## config.mk

```make
export PLATFORM = sky130hd
export DESIGN_NAME = wheel_encoder_count_and_speed_core_flat
export DESIGN_NICKNAME = d
export VERILOG_FILES = /design/src/rtl/wec_pkg.sv /design/src/rtl/wec_if.sv /design/src/rtl/wec_regs.sv /design/src/rtl/wec_unit.sv /design/src/rtl/wheel_encoder_count_and_speed_core.sv /design/src/flat_wrapper.sv
export SDC_FILE = /design/constraint.sdc
export NUM_CORES = 1
export LEC_CHECK = 0
export ABC_AREA = 0
export ABC_CLOCK_PERIOD_IN_PS = 13200
export BUFFER_PORTS_ARGS = -buffer_cell sky130_fd_sc_hd__clkbuf_2
export CAP_MARGIN = 10
export CORE_MARGIN = 2
export CORE_UTILIZATION = 65
export CTS_CLUSTER_DIAMETER = 40
export CTS_CLUSTER_SIZE = 12
export DETAILED_ROUTE_END_ITERATION = 7
export GPL_TIMING_DRIVEN = 1
export MAX_ROUTING_LAYER = met4
export PLACE_DENSITY = 0.81
export SLEW_MARGIN = 10
export SYNTH_ARGS = -nofsm -noshare
export SYNTH_HDL_FRONTEND = slang
export SYNTH_SLANG_ARGS = --single-unit
```

## constraint.sdc

```tcl
create_clock -name clk -period 13.2 [get_ports clk]
set_input_delay 1.32 -clock clk [delete_from_list [all_inputs] [get_ports clk]]
set_output_delay 1.32 -clock clk [all_outputs]
set_load 0.01 [all_outputs]
```

## src/rtl/wec_pkg.sv

```systemverilog
// Shared types, constants and codes of the wheel encoder count and speed block.
package wec_pkg;

  localparam int WHEELS_DEF = 2;
  localparam int WHEEL_W    = 3;
  localparam int CNT_W      = 16;
  localparam int SPD_W      = 32;
  localparam int CFG_W      = 16;
  localparam int MASK_W     = 8;
  localparam int MS_W       = 16;
  localparam int PADDR_W    = 4;
  localparam int PDATA_W    = 32;

  localparam int ACC_W      = 58;
  localparam int Q_W        = 39;
  localparam int DIVR_W     = 32;
  localparam int STEP_W     = 6;
  localparam int DIFF_W     = 41;
  localparam int RAW_W      = 40;
  localparam int UPD_W      = ACC_W - 16;
  localparam int SUM_W      = UPD_W + 1;

  localparam logic [ACC_W-1:0]  RPM_SCALE_Q8 = ACC_W'(15360000);
  localparam logic [STEP_W-1:0] MUL_STEPS    = STEP_W'(16);
  localparam logic [STEP_W-1:0] DIV_STEPS    = STEP_W'(Q_W);

  localparam logic [CFG_W-1:0]  PPR_RST   = 16'd13;
  localparam logic [CFG_W-1:0]  ALPHA_RST = 16'd16384;
  localparam logic [MASK_W-1:0] INV_RST   = 8'd2;

  localparam logic [1:0] REG_PPR   = 2'd0;
  localparam logic [1:0] REG_ALPHA = 2'd1;
  localparam logic [1:0] REG_INV   = 2'd2;

  typedef enum logic {
    OP_MUL,
    OP_DIV
  } wec_op_t;

  typedef struct packed {
    logic              start;
    wec_op_t           op;
    logic [STEP_W-1:0] steps;
  } wec_cmd_t;

  typedef struct packed {
    logic busy;
    logic done;
  } wec_stat_t;

  typedef struct packed {
    logic [CFG_W-1:0]  ppr;
    logic [CFG_W-1:0]  alpha;
    logic [MASK_W-1:0] inv;
  } wec_cfg_t;

  typedef enum logic [3:0] {
    S_IDLE,
    S_DIVP,
    S_LOAD,
    S_SCALE,
    S_DIV,
    S_DIFF,
    S_ALPHA,
    S_EMIT
  } wec_state_t;

endpackage

```

## src/rtl/wec_if.sv

```systemverilog
// Valid/ready channel interfaces for input items and result items.
interface wec_in_if;
  logic                          valid;
  logic                          ready;
  logic                          mode;
  logic [wec_pkg::WHEEL_W-1:0]   wheel;
  logic                          b_level;
  logic [wec_pkg::MS_W-1:0]      elapsed_ms;

  modport source (output valid, mode, wheel, b_level, elapsed_ms, input ready);
  modport sink   (input valid, mode, wheel, b_level, elapsed_ms, output ready);
endinterface

interface wec_out_if;
  logic                               valid;
  logic                               ready;
  logic [wec_pkg::WHEEL_W-1:0]        wheel_out;
  logic signed [wec_pkg::CNT_W-1:0]   pulse_count;
  logic signed [wec_pkg::SPD_W-1:0]   speed_rpm_q8;
  logic                               last_of_run;

  modport source (output valid, wheel_out, pulse_count, speed_rpm_q8, last_of_run,
                  input ready);
  modport sink   (input valid, wheel_out, pulse_count, speed_rpm_q8, last_of_run,
                  output ready);
endinterface

```

## src/rtl/wec_regs.sv

```systemverilog
// APB configuration registers: pulses per revolution, filter weight, invert mask.
module wec_regs (
  input  logic                          clk,
  input  logic                          rst,
  input  logic                          psel,
  input  logic                          penable,
  input  logic                          pwrite,
  input  logic [wec_pkg::PADDR_W-1:0]   paddr,
  input  logic [wec_pkg::PDATA_W-1:0]   pwdata,
  output logic [wec_pkg::PDATA_W-1:0]   prdata,
  output logic                          pready,
  output wec_pkg::wec_cfg_t             cfg
);

  wec_pkg::wec_cfg_t cfg_r;
  logic              wr_en;
  logic [1:0]        reg_sel;

  assign pready  = 1'b1;
  assign wr_en   = psel && penable && pwrite;
  assign reg_sel = paddr[3:2];
  assign cfg     = cfg_r;

  always_ff @(posedge clk) begin
    if (rst) begin
      cfg_r.ppr   <= wec_pkg::PPR_RST;
      cfg_r.alpha <= wec_pkg::ALPHA_RST;
      cfg_r.inv   <= wec_pkg::INV_RST;
    end else if (wr_en) begin
      case (reg_sel)
        wec_pkg::REG_PPR:   cfg_r.ppr   <= pwdata[wec_pkg::CFG_W-1:0];
        wec_pkg::REG_ALPHA: cfg_r.alpha <= pwdata[wec_pkg::CFG_W-1:0];
        wec_pkg::REG_INV:   cfg_r.inv   <= pwdata[wec_pkg::MASK_W-1:0];
        default: ;
      endcase
    end
  end

  always_comb begin
    case (reg_sel)
      wec_pkg::REG_PPR:   prdata = wec_pkg::PDATA_W'(cfg_r.ppr);
      wec_pkg::REG_ALPHA: prdata = wec_pkg::PDATA_W'(cfg_r.alpha);
      wec_pkg::REG_INV:   prdata = wec_pkg::PDATA_W'(cfg_r.inv);
      default:            prdata = '0;
    endcase
  end

endmodule

```

## src/rtl/wec_unit.sv

```systemverilog
// Shared iterative arithmetic unit: shift-add multiply and restoring divide, one bit a cycle.
module wec_unit (
  input  logic                        clk,
  input  logic                        rst,
  input  wec_pkg::wec_cmd_t           cmd,
  input  logic [wec_pkg::ACC_W-1:0]   a,
  input  logic [wec_pkg::Q_W-1:0]     b,
  output wec_pkg::wec_stat_t          stat,
  output logic [wec_pkg::ACC_W-1:0]   acc,
  output logic [wec_pkg::Q_W-1:0]     q
);

  logic [wec_pkg::ACC_W-1:0]  mcand;
  logic [wec_pkg::STEP_W-1:0] cnt;
  wec_pkg::wec_op_t           op_r;
  logic                       busy;
  logic                       done;
  logic [wec_pkg::ACC_W-1:0]  add_a;
  logic [wec_pkg::ACC_W-1:0]  add_b;
  logic [wec_pkg::ACC_W-1:0]  sum;
  logic                       neg;
  logic                       last_step;

  assign last_step = busy && (cnt == wec_pkg::STEP_W'(1));
  assign stat.busy = busy;
  assign stat.done = done;

  always_comb begin
    if (op_r == wec_pkg::OP_DIV) begin
      add_a = wec_pkg::ACC_W'({acc[wec_pkg::DIVR_W-1:0], q[wec_pkg::Q_W-1]});
      add_b = ~mcand;
    end else begin
      add_a = acc;
      add_b = mcand;
    end
    sum = add_a + add_b + wec_pkg::ACC_W'(op_r == wec_pkg::OP_DIV);
    neg = sum[wec_pkg::ACC_W-1];
  end

  always_ff @(posedge clk) begin
    if (rst) begin
      busy <= 1'b0;
      done <= 1'b0;
    end else begin
      done <= last_step;
      if (cmd.start) begin
        busy <= 1'b1;
      end else if (last_step) begin
        busy <= 1'b0;
      end
    end
  end

  always_ff @(posedge clk) begin
    if (cmd.start) begin
      acc   <= '0;
      mcand <= a;
      q     <= b;
      cnt   <= cmd.steps;
      op_r  <= cmd.op;
    end else if (busy) begin
      cnt <= cnt - wec_pkg::STEP_W'(1);
      case (op_r)
        wec_pkg::OP_MUL: begin
          if (q[0]) begin
            acc <= sum;
          end
          mcand <= mcand << 1;
          q     <= q >> 1;
        end
        wec_pkg::OP_DIV: begin
          acc <= neg ? add_a : sum;
          q   <= {q[wec_pkg::Q_W-2:0], ~neg};
        end
        default: ;
      endcase
    end
  end

endmodule

```

## src/rtl/wheel_encoder_count_and_speed_core.sv

```systemverilog
// Wheel encoder count and speed block: sequencer, per-wheel state and output register.
// Edge item: result registered in the cycle after acceptance; ready again at once unless the output stalls.
// Update item: worked through on the one-bit-a-cycle shared multiply/divide unit
// (16-step multiplies, 39-step divide) used per wheel; output stalls can hold it.
// One item at a time; an update with zero elapsed time is accepted and gives no result.
// Synchronous reset clears counts and speeds, restores configuration defaults and resets the sequencer.
module wheel_encoder_count_and_speed_core #(
  parameter int WHEELS = wec_pkg::WHEELS_DEF
) (
  input  logic                          clk,
  input  logic                          rst,
  wec_in_if.sink                        din,
  wec_out_if.source                     dout,
  input  logic                          psel,
  input  logic                          penable,
  input  logic                          pwrite,
  input  logic [wec_pkg::PADDR_W-1:0]   paddr,
  input  logic [wec_pkg::PDATA_W-1:0]   pwdata,
  output logic [wec_pkg::PDATA_W-1:0]   prdata,
  output logic                          pready
);

  localparam int IW = (WHEELS > 1) ? $clog2(WHEELS) : 1;

  wec_pkg::wec_cfg_t   cfg;
  wec_pkg::wec_cmd_t   cmd;
  wec_pkg::wec_stat_t  ustat;
  wec_pkg::wec_state_t state, state_next;

  logic [wec_pkg::ACC_W-1:0] u_a;
  logic [wec_pkg::Q_W-1:0]   u_b;
  logic [wec_pkg::ACC_W-1:0] u_acc;
  logic [wec_pkg::Q_W-1:0]   u_q;

  logic [wec_pkg::CNT_W-1:0]        counts [WHEELS];
  logic [wec_pkg::CNT_W-1:0]        prevs  [WHEELS];
  logic signed [wec_pkg::SPD_W-1:0] speeds [WHEELS];

  logic [IW-1:0]                    idx;
  logic [wec_pkg::DIVR_W-1:0]       divisor;
  logic [wec_pkg::CNT_W-1:0]        cnt_r;
  logic signed [wec_pkg::SPD_W-1:0] spd_r;
  logic signed [wec_pkg::SPD_W-1:0] spd_new;
  logic                             neg_r;
  logic signed [wec_pkg::DIFF_W-1:0] diff;

  logic                             o_valid;
  logic [wec_pkg::WHEEL_W-1:0]      o_wheel;
  logic [wec_pkg::CNT_W-1:0]        o_count;
  logic signed [wec_pkg::SPD_W-1:0] o_speed;
  logic                             o_last;

  logic                             out_free;
  logic                             accept;
  logic                             emit_edge;
  logic                             emit_wheel;
  logic                             is_last;
  logic                             present;
  logic [IW-1:0]                    eidx;
  logic [wec_pkg::CNT_W-1:0]        cnt_step;
  logic [wec_pkg::CNT_W-1:0]        delta;
  logic [wec_pkg::CNT_W-1:0]        mag;
  logic [wec_pkg::CFG_W-1:0]        ppr_eff;
  logic signed [wec_pkg::RAW_W-1:0]  raw;
  logic signed [wec_pkg::DIFF_W-1:0] diff_next;
  logic signed [wec_pkg::UPD_W-1:0]  upd;
  logic signed [wec_pkg::SUM_W-1:0]  sum_s;
  logic signed [wec_pkg::SPD_W-1:0]  sat;

  wec_regs u_regs (
    .clk     (clk),
    .rst     (rst),
    .psel    (psel),
    .penable (penable),
    .pwrite  (pwrite),
    .paddr   (paddr),
    .pwdata  (pwdata),
    .prdata  (prdata),
    .pready  (pready),
    .cfg     (cfg)
  );

  wec_unit u_unit (
    .clk  (clk),
    .rst  (rst),
    .cmd  (cmd),
    .a    (u_a),
    .b    (u_b),
    .stat (ustat),
    .acc  (u_acc),
    .q    (u_q)
  );

  assign dout.valid        = o_valid;
  assign dout.wheel_out    = o_wheel;
  assign dout.pulse_count  = o_count;
  assign dout.speed_rpm_q8 = o_speed;
  assign dout.last_of_run  = o_last;

  assign out_free = !o_valid || dout.ready;
  assign accept   = din.valid && din.ready;
  assign present  = ({1'b0, din.wheel} < (wec_pkg::WHEEL_W + 1)'(WHEELS));
  assign eidx     = din.wheel[IW-1:0];
  assign cnt_step = (din.b_level ^ cfg.inv[din.wheel]) ? counts[eidx] + 16'd1
                                                       : counts[eidx] - 16'd1;
  assign ppr_eff  = (cfg.ppr == '0) ? wec_pkg::CFG_W'(1) : cfg.ppr;
  assign delta    = counts[idx] - prevs[idx];
  assign mag      = delta[wec_pkg::CNT_W-1] ? wec_pkg::CNT_W'(-delta) : delta;
  assign is_last  = (idx == IW'(WHEELS - 1));

  // Sign-restore the quotient, then form the filter error against the held speed
  assign raw       = neg_r ? -$signed({1'b0, u_q}) : $signed({1'b0, u_q});
  assign diff_next = wec_pkg::DIFF_W'(raw) - wec_pkg::DIFF_W'(spd_r);

  // Floor shift by 16 of the weighted error, then saturating add to the speed
  assign upd   = $signed(u_acc[wec_pkg::ACC_W-1:16]);
  assign sum_s = wec_pkg::SUM_W'(spd_r) + wec_pkg::SUM_W'(upd);

  always_comb begin
    if (sum_s > wec_pkg::SUM_W'(32'sh7fffffff)) begin
      sat = 32'sh7fffffff;
    end else if (sum_s < -wec_pkg::SUM_W'(33'sh080000000)) begin
      sat = 32'sh80000000;
    end else begin
      sat = sum_s[wec_pkg::SPD_W-1:0];
    end
  end

  always_ff @(posedge clk) begin
    if (rst) begin
      state <= wec_pkg::S_IDLE;
    end else begin
      state <= state_next;
    end
  end

  always_comb begin
    state_next = state;
    cmd.start  = 1'b0;
    cmd.op     = wec_pkg::OP_MUL;
    cmd.steps  = wec_pkg::MUL_STEPS;
    u_a        = '0;
    u_b        = '0;
    din.ready  = 1'b0;
    emit_edge  = 1'b0;
    emit_wheel = 1'b0;
    case (state)
      wec_pkg::S_IDLE: begin
        din.ready = out_free;
        if (din.valid && out_free) begin
          if (!din.mode) begin
            emit_edge = 1'b1;
          end else if (din.elapsed_ms != '0) begin
            cmd.start  = 1'b1;
            u_a        = wec_pkg::ACC_W'(ppr_eff);
            u_b        = wec_pkg::Q_W'(din.elapsed_ms);
            state_next = wec_pkg::S_DIVP;
          end
        end
      end
      wec_pkg::S_DIVP: begin
        if (ustat.done) begin
          state_next = wec_pkg::S_LOAD;
        end
      end
      wec_pkg::S_LOAD: begin
        cmd.start  = 1'b1;
        u_a        = wec_pkg::RPM_SCALE_Q8;
        u_b        = wec_pkg::Q_W'(mag);
        state_next = wec_pkg::S_SCALE;
      end
      wec_pkg::S_SCALE: begin
        if (ustat.done) begin
          cmd.start  = 1'b1;
          cmd.op     = wec_pkg::OP_DIV;
          cmd.steps  = wec_pkg::DIV_STEPS;
          u_a        = wec_pkg::ACC_W'(divisor);
          u_b        = u_acc[wec_pkg::Q_W-1:0];
          state_next = wec_pkg::S_DIV;
        end
      end
      wec_pkg::S_DIV: begin
        if (ustat.done) begin
          state_next = wec_pkg::S_DIFF;
        end
      end
      wec_pkg::S_DIFF: begin
        cmd.start  = 1'b1;
        u_a        = wec_pkg::ACC_W'(diff);
        u_b        = wec_pkg::Q_W'(cfg.alpha);
        state_next = wec_pkg::S_ALPHA;
      end
      wec_pkg::S_ALPHA: begin
        if (ustat.done) begin
          state_next = wec_pkg::S_EMIT;
        end
      end
      wec_pkg::S_EMIT: begin
        if (out_free) begin
          emit_wheel = 1'b1;
          state_next = is_last ? wec_pkg::S_IDLE : wec_pkg::S_LOAD;
        end
      end
      default: state_next = wec_pkg::S_IDLE;
    endcase
  end

  always_ff @(posedge clk) begin
    if (rst) begin
      o_valid <= 1'b0;
      idx     <= '0;
      for (int i = 0; i < WHEELS; i++) begin
        counts[i] <= '0;
        prevs[i]  <= '0;
        speeds[i] <= '0;
      end
    end else begin
      if (emit_edge || emit_wheel) begin
        o_valid <= 1'b1;
      end else if (dout.ready) begin
        o_valid <= 1'b0;
      end
      if (emit_edge) begin
        o_wheel <= din.wheel;
        o_last  <= 1'b1;
        if (present) begin
          counts[eidx] <= cnt_step;
          o_count      <= cnt_step;
          o_speed      <= speeds[eidx];
        end else begin
          o_count <= '0;
          o_speed <= '0;
        end
      end
      if (state == wec_pkg::S_DIVP && ustat.done) begin
        divisor <= u_acc[wec_pkg::DIVR_W-1:0];
        idx     <= '0;
      end
      if (state == wec_pkg::S_LOAD) begin
        cnt_r <= counts[idx];
        spd_r <= speeds[idx];
        neg_r <= delta[wec_pkg::CNT_W-1];
      end
      if (state == wec_pkg::S_DIV && ustat.done) begin
        diff <= diff_next;
      end
      if (state == wec_pkg::S_ALPHA && ustat.done) begin
        spd_new     <= sat;
        speeds[idx] <= sat;
        prevs[idx]  <= cnt_r;
      end
      if (emit_wheel) begin
        o_wheel <= wec_pkg::WHEEL_W'(idx);
        o_count <= cnt_r;
        o_speed <= spd_new;
        o_last  <= is_last;
        if (!is_last) begin
          idx <= idx + IW'(1);
        end
      end
    end
  end

  a_no_restart: assert property (@(posedge clk) disable iff (rst)
    cmd.start |-> !ustat.busy)
    else $error("arithmetic unit restarted while busy");

  a_edge_result: assert property (@(posedge clk) disable iff (rst)
    (accept && !din.mode) |=> (dout.valid && dout.last_of_run))
    else $error("edge transaction gave no final result");

  a_update_busy: assert property (@(posedge clk) disable iff (rst)
    (accept && din.mode && din.elapsed_ms != '0) |=> (!din.ready && !ustat.done))
    else $error("update transaction did not hold the input side");

endmodule

```

## src/flat_wrapper.sv

```systemverilog
// flat-port wrapper written by rule: the top's interface ports become plain ports
module wheel_encoder_count_and_speed_core_flat 
#(
  parameter int WHEELS = wec_pkg::WHEELS_DEF
)
  (clk, rst, psel, penable, pwrite, paddr, pwdata, prdata, pready, din_valid, din_mode, din_wheel, din_b_level, din_elapsed_ms, din_ready, dout_valid, dout_wheel_out, dout_pulse_count, dout_speed_rpm_q8, dout_last_of_run, dout_ready);
  wec_in_if din_i ();
  wec_out_if dout_i ();
  input  logic clk;
  input  logic rst;
  input  logic psel;
  input  logic penable;
  input  logic pwrite;
  input  logic [wec_pkg::PADDR_W-1:0] paddr;
  input  logic [wec_pkg::PDATA_W-1:0] pwdata;
  output logic [wec_pkg::PDATA_W-1:0] prdata;
  output logic pready;
  input wire logic [$bits(din_i.valid)-1:0] din_valid;
  input wire logic [$bits(din_i.mode)-1:0] din_mode;
  input wire logic [$bits(din_i.wheel)-1:0] din_wheel;
  input wire logic [$bits(din_i.b_level)-1:0] din_b_level;
  input wire logic [$bits(din_i.elapsed_ms)-1:0] din_elapsed_ms;
  output wire logic [$bits(din_i.ready)-1:0] din_ready;
  output wire logic [$bits(dout_i.valid)-1:0] dout_valid;
  output wire logic [$bits(dout_i.wheel_out)-1:0] dout_wheel_out;
  output wire logic [$bits(dout_i.pulse_count)-1:0] dout_pulse_count;
  output wire logic [$bits(dout_i.speed_rpm_q8)-1:0] dout_speed_rpm_q8;
  output wire logic [$bits(dout_i.last_of_run)-1:0] dout_last_of_run;
  input wire logic [$bits(dout_i.ready)-1:0] dout_ready;
  assign din_i.valid = din_valid;
  assign din_i.mode = din_mode;
  assign din_i.wheel = din_wheel;
  assign din_i.b_level = din_b_level;
  assign din_i.elapsed_ms = din_elapsed_ms;
  assign din_ready = din_i.ready;
  assign dout_valid = dout_i.valid;
  assign dout_wheel_out = dout_i.wheel_out;
  assign dout_pulse_count = dout_i.pulse_count;
  assign dout_speed_rpm_q8 = dout_i.speed_rpm_q8;
  assign dout_last_of_run = dout_i.last_of_run;
  assign dout_i.ready = dout_ready;
  wheel_encoder_count_and_speed_core #(.WHEELS(WHEELS)) u_core (.clk(clk), .rst(rst), .din(din_i), .dout(dout_i), .psel(psel), .penable(penable), .pwrite(pwrite), .paddr(paddr), .pwdata(pwdata), .prdata(prdata), .pready(pready));
endmodule
```

==> run metrics <==
total negative slack=0 ns; synth warn=0; Iteration-0 DRC Markers=3471; fin crit share=0.434; time the final worst path needs with I/O delays and setup=5.73 ns; WL/cell=22.2 um; Placeable Area=0.0502 mm^2; arrival time worst endpoint=6.16 ns; worst reg2reg path endpoint=u_core.speeds[1][10]; most frequently used flop master after synthesis=sky130_fd_sc_hd__edfxtp_1; count of vias placed by the detailed router=26.0k; part of the Yosys area used for sequential elements=0.462; Die Span Y=229 um; total of cells resized after clock tree synthesis=0; count of state elements after synthesis=543; Cells after Synth=3180; worst vdd rail ir drop=0.117 mV; Crit Reg-Reg Startpoint=u_core.u_unit.acc[16]; setup repair after global routing missed its margin=no; CTS tree=built; post-route standard cell area excluding fillers=0.0369 mm^2; Setup violations, final=0; FMAX=175 MHz; Yosys cell types=85; minimum setup slack among reg-to-reg paths=7.47 ns; area growth from synthesis to layout=11.7%; max-slew violation count=0; Via density=6.53; hold path startpoint=u_core.u_regs.cfg[21]; Hold Crit Class=reg2reg; slew of the pin with the lowest slew margin=1.23 ns; clock network latency to the later pin of the worst-skew pair=0.62 ns; site row count=82; non-filler instance count after layout=3986; setup clock skew after layout=0.0155 ns; number of nets in the final layout=3492; maximum number of pins on one net before global-route repair=94; H-tree depth reported by CTS=3; worst hold stages=2; drt pass-1 iters=8; last weighted congestion value of the routability-driven placer=0.966; port bufs=115; Setup crit end kind=flip-flop; hold slack=0.488 ns; total global routing overflow=0; area of the die=0.0527 mm^2; failing checks=DRC; cells on worst reg2reg path=15; post-detailed-placement cell area=0.0341 mm^2; clock sink count=543; I/O pin count=151; Worst Hold Endpoint=u_core.u_regs.cfg[21]; ys async rst share=0; Pleak=14.9 nW; result of the run=finished, violations left; hold-fix buffers at CTS=0; average cell area after synthesis=10.4 um^2; Max transition margin=0.179; filler cell count in the final layout=3440; sort of element at the start of the critical path=flip-flop; crit path kind=reg2reg; HPWL reported at the end of detailed placement=60.3 mm; number of hold violations in the final report=0; number of synthesized flops with an enable pin=438; required arrival time at the worst endpoint=13.63 ns; most frequent standard cell in the layout excluding fill and tap cells=sky130_fd_sc_hd__edfxtp_1; initial antenna violation count=3; Horiz. Die Dim=229 um; worst-path fanout max=39; cell area after technology mapping=0.0330 mm^2; maximum buffer depth of the clock tree=3; PD cells=161 mW/mm^2; number of DRC violations after detailed routing=42; post-CTS clock slew at the launch and capture registers of the worst setup and hold paths=0.06 ns; first-pass GRT wire length=139 mm; number of violations of the max-capacitance limit=0; number of buffers created by CTS=79; top library cells by usage in the layout, fill and taps aside=sky130_fd_sc_hd__edfxtp_1 (438), sky130_fd_sc_hd__a21oi_1 (304), sky130_fd_sc_hd__nand2_1 (289); initial cell density of the core=0.659; share of layout cells above drive strength 1=0.127; number of routed nets with antenna violations=0; cell chosen for the clock root=sky130_fd_sc_hd__clkbuf_16; post-placement cell count=3843; All-Layer GR Usage=0.343; via count of the first global-routing pass=25.0k; post-CTS setup buffer count=0; total wire length after detailed routing=88.4 mm
## stage by stage
step	total power (W)	setup slack, ns	utilization
2_1_floorplan	0.00330	7.27	-
3_3_place_gp	0.00364	7.04	0.680
3_5_place_dp	0.00370	7.05	0.680
4_1_cts	0.00590	7.45	0.735
5_1_grt	0.00618	7.08	0.735
6_report	0.00593	7.47	0.735
## report_power, final
group	switching, W	internal [W]	leakage, nW
registers	0.000160	0.00200	5.05
logic	0.000953	0.000620	8.52
clock network	0.000806	0.00139	1.34
## kinds of logic (layout without fill, tap and decap cells)
kind of cell	Yosys count	after routing	share of synthesized area
flops	543	543	0.462
mux	238	238	0.0764
fa+ha+maj	176	176	0.0678
xor+xnor	268	268	0.0710
simple gates	760	760	0.110
compound gates	911	911	0.176
other cells	2	19	0.000227
buf+inv	282	399	0.0366
## per-layer routing
metal	vias to the layer above	track usage	part of all wire
met3	172	0.0581	0.089
met4	0	0.0895	0.021
met5	-	-	0
met2	1178	0.517	0.45
met1	12682	0.483	0.44
li1	11978	-	-
## worst max-delay path by stage
stage,from,to,cells past startpoint
2_1_floorplan,din_elapsed_ms[2],u_core.u_unit.mcand[0],8
3_3_place_gp,din_wheel[0],u_core.dout.pulse_count[14],19
3_5_place_dp,din_wheel[0],u_core.dout.pulse_count[14],19
4_1_cts,u_core.u_unit.acc[16],u_core.speeds[1][10],15
5_1_grt,u_core.u_unit.acc[16],u_core.speeds[1][10],15
6_report,u_core.u_unit.acc[16],u_core.speeds[1][10],15
## cell usage after synthesis, drive strengths merged, types with 11 or more instances
library cell  instances  area, um^2
a211oi               15         123
a21o                107         803
a21oi               307        1550
a222oi               39         390
a22o                 32         280
a31oi                25         156
and2                 34         213
and3                 35         219
buf                  53         350
clkbuf              126         473
dfxtp               105        2100
edfxtp              438       13200
ha                  171        2140
inv                 102         383
mux2                 94        1060
mux2i               142        1420
nand2               290        1090
nand2b               35         219
nand3                35         175
nand4                29         181
nor2                150         566
nor2b                47         294
nor3                 31         155
nor4                 17         113
o211ai               11        82.6
o21a                 19         143
o21ai               210        1050
o21bai               29         218
o221ai               15         131
o31ai                19         153
or3                  22         138
xnor2               135        1180
xor2                133        1160
## flip-flops by register name, summed over array words and instances, names as in the netlist, 16 cells and up
name                      cells
u_core.speeds                64
u_core.diff                  41
u_core.u_unit.acc            58
u_core.prevs                 32
u_core.cnt_r                 16
u_core.dout.speed_rpm_q8     32
u_core.dout.pulse_count      16
u_core.u_unit.mcand          58
u_core.spd_r                 32
u_core.u_unit.q              39
u_core.u_regs.cfg            40
u_core.spd_new               32
u_core.counts                32
u_core.divisor               32
## final cells by class
class	count	area, um^2	share of cell area
inverters	103	387	0.0105
repair buffers	155	876	0.0237
clock buffers	90	2100	0.0570
flip-flops and latches	543	15300	0.414
clock inverters	51	657	0.0178
diodes	2	5.00	0.000136
well taps	672	841	0.0228
multi-input cells	2370	16800	0.454
## worst max-delay path, cell delays in order (launching register included)
cell                       delay (ns)
sky130_fd_sc_hd__dfxtp_1         0.56
sky130_fd_sc_hd__ha_1            0.28
sky130_fd_sc_hd__inv_1           0.07
sky130_fd_sc_hd__fa_1            0.39
sky130_fd_sc_hd__nand2b_1        0.20
sky130_fd_sc_hd__a211oi_2        0.30
sky130_fd_sc_hd__o211ai_1        0.23
sky130_fd_sc_hd__a311o_1         0.35
sky130_fd_sc_hd__a21oi_4         0.23
sky130_fd_sc_hd__a41oi_1         0.23
sky130_fd_sc_hd__nand4b_1        0.24
sky130_fd_sc_hd__a41oi_1         0.86
sky130_fd_sc_hd__a41oi_2         0.12
sky130_fd_sc_hd__buf_4           0.34
sky130_fd_sc_hd__or2_1           0.73
sky130_fd_sc_hd__a21oi_1         0.36
(Power assumes the default switching activity.)
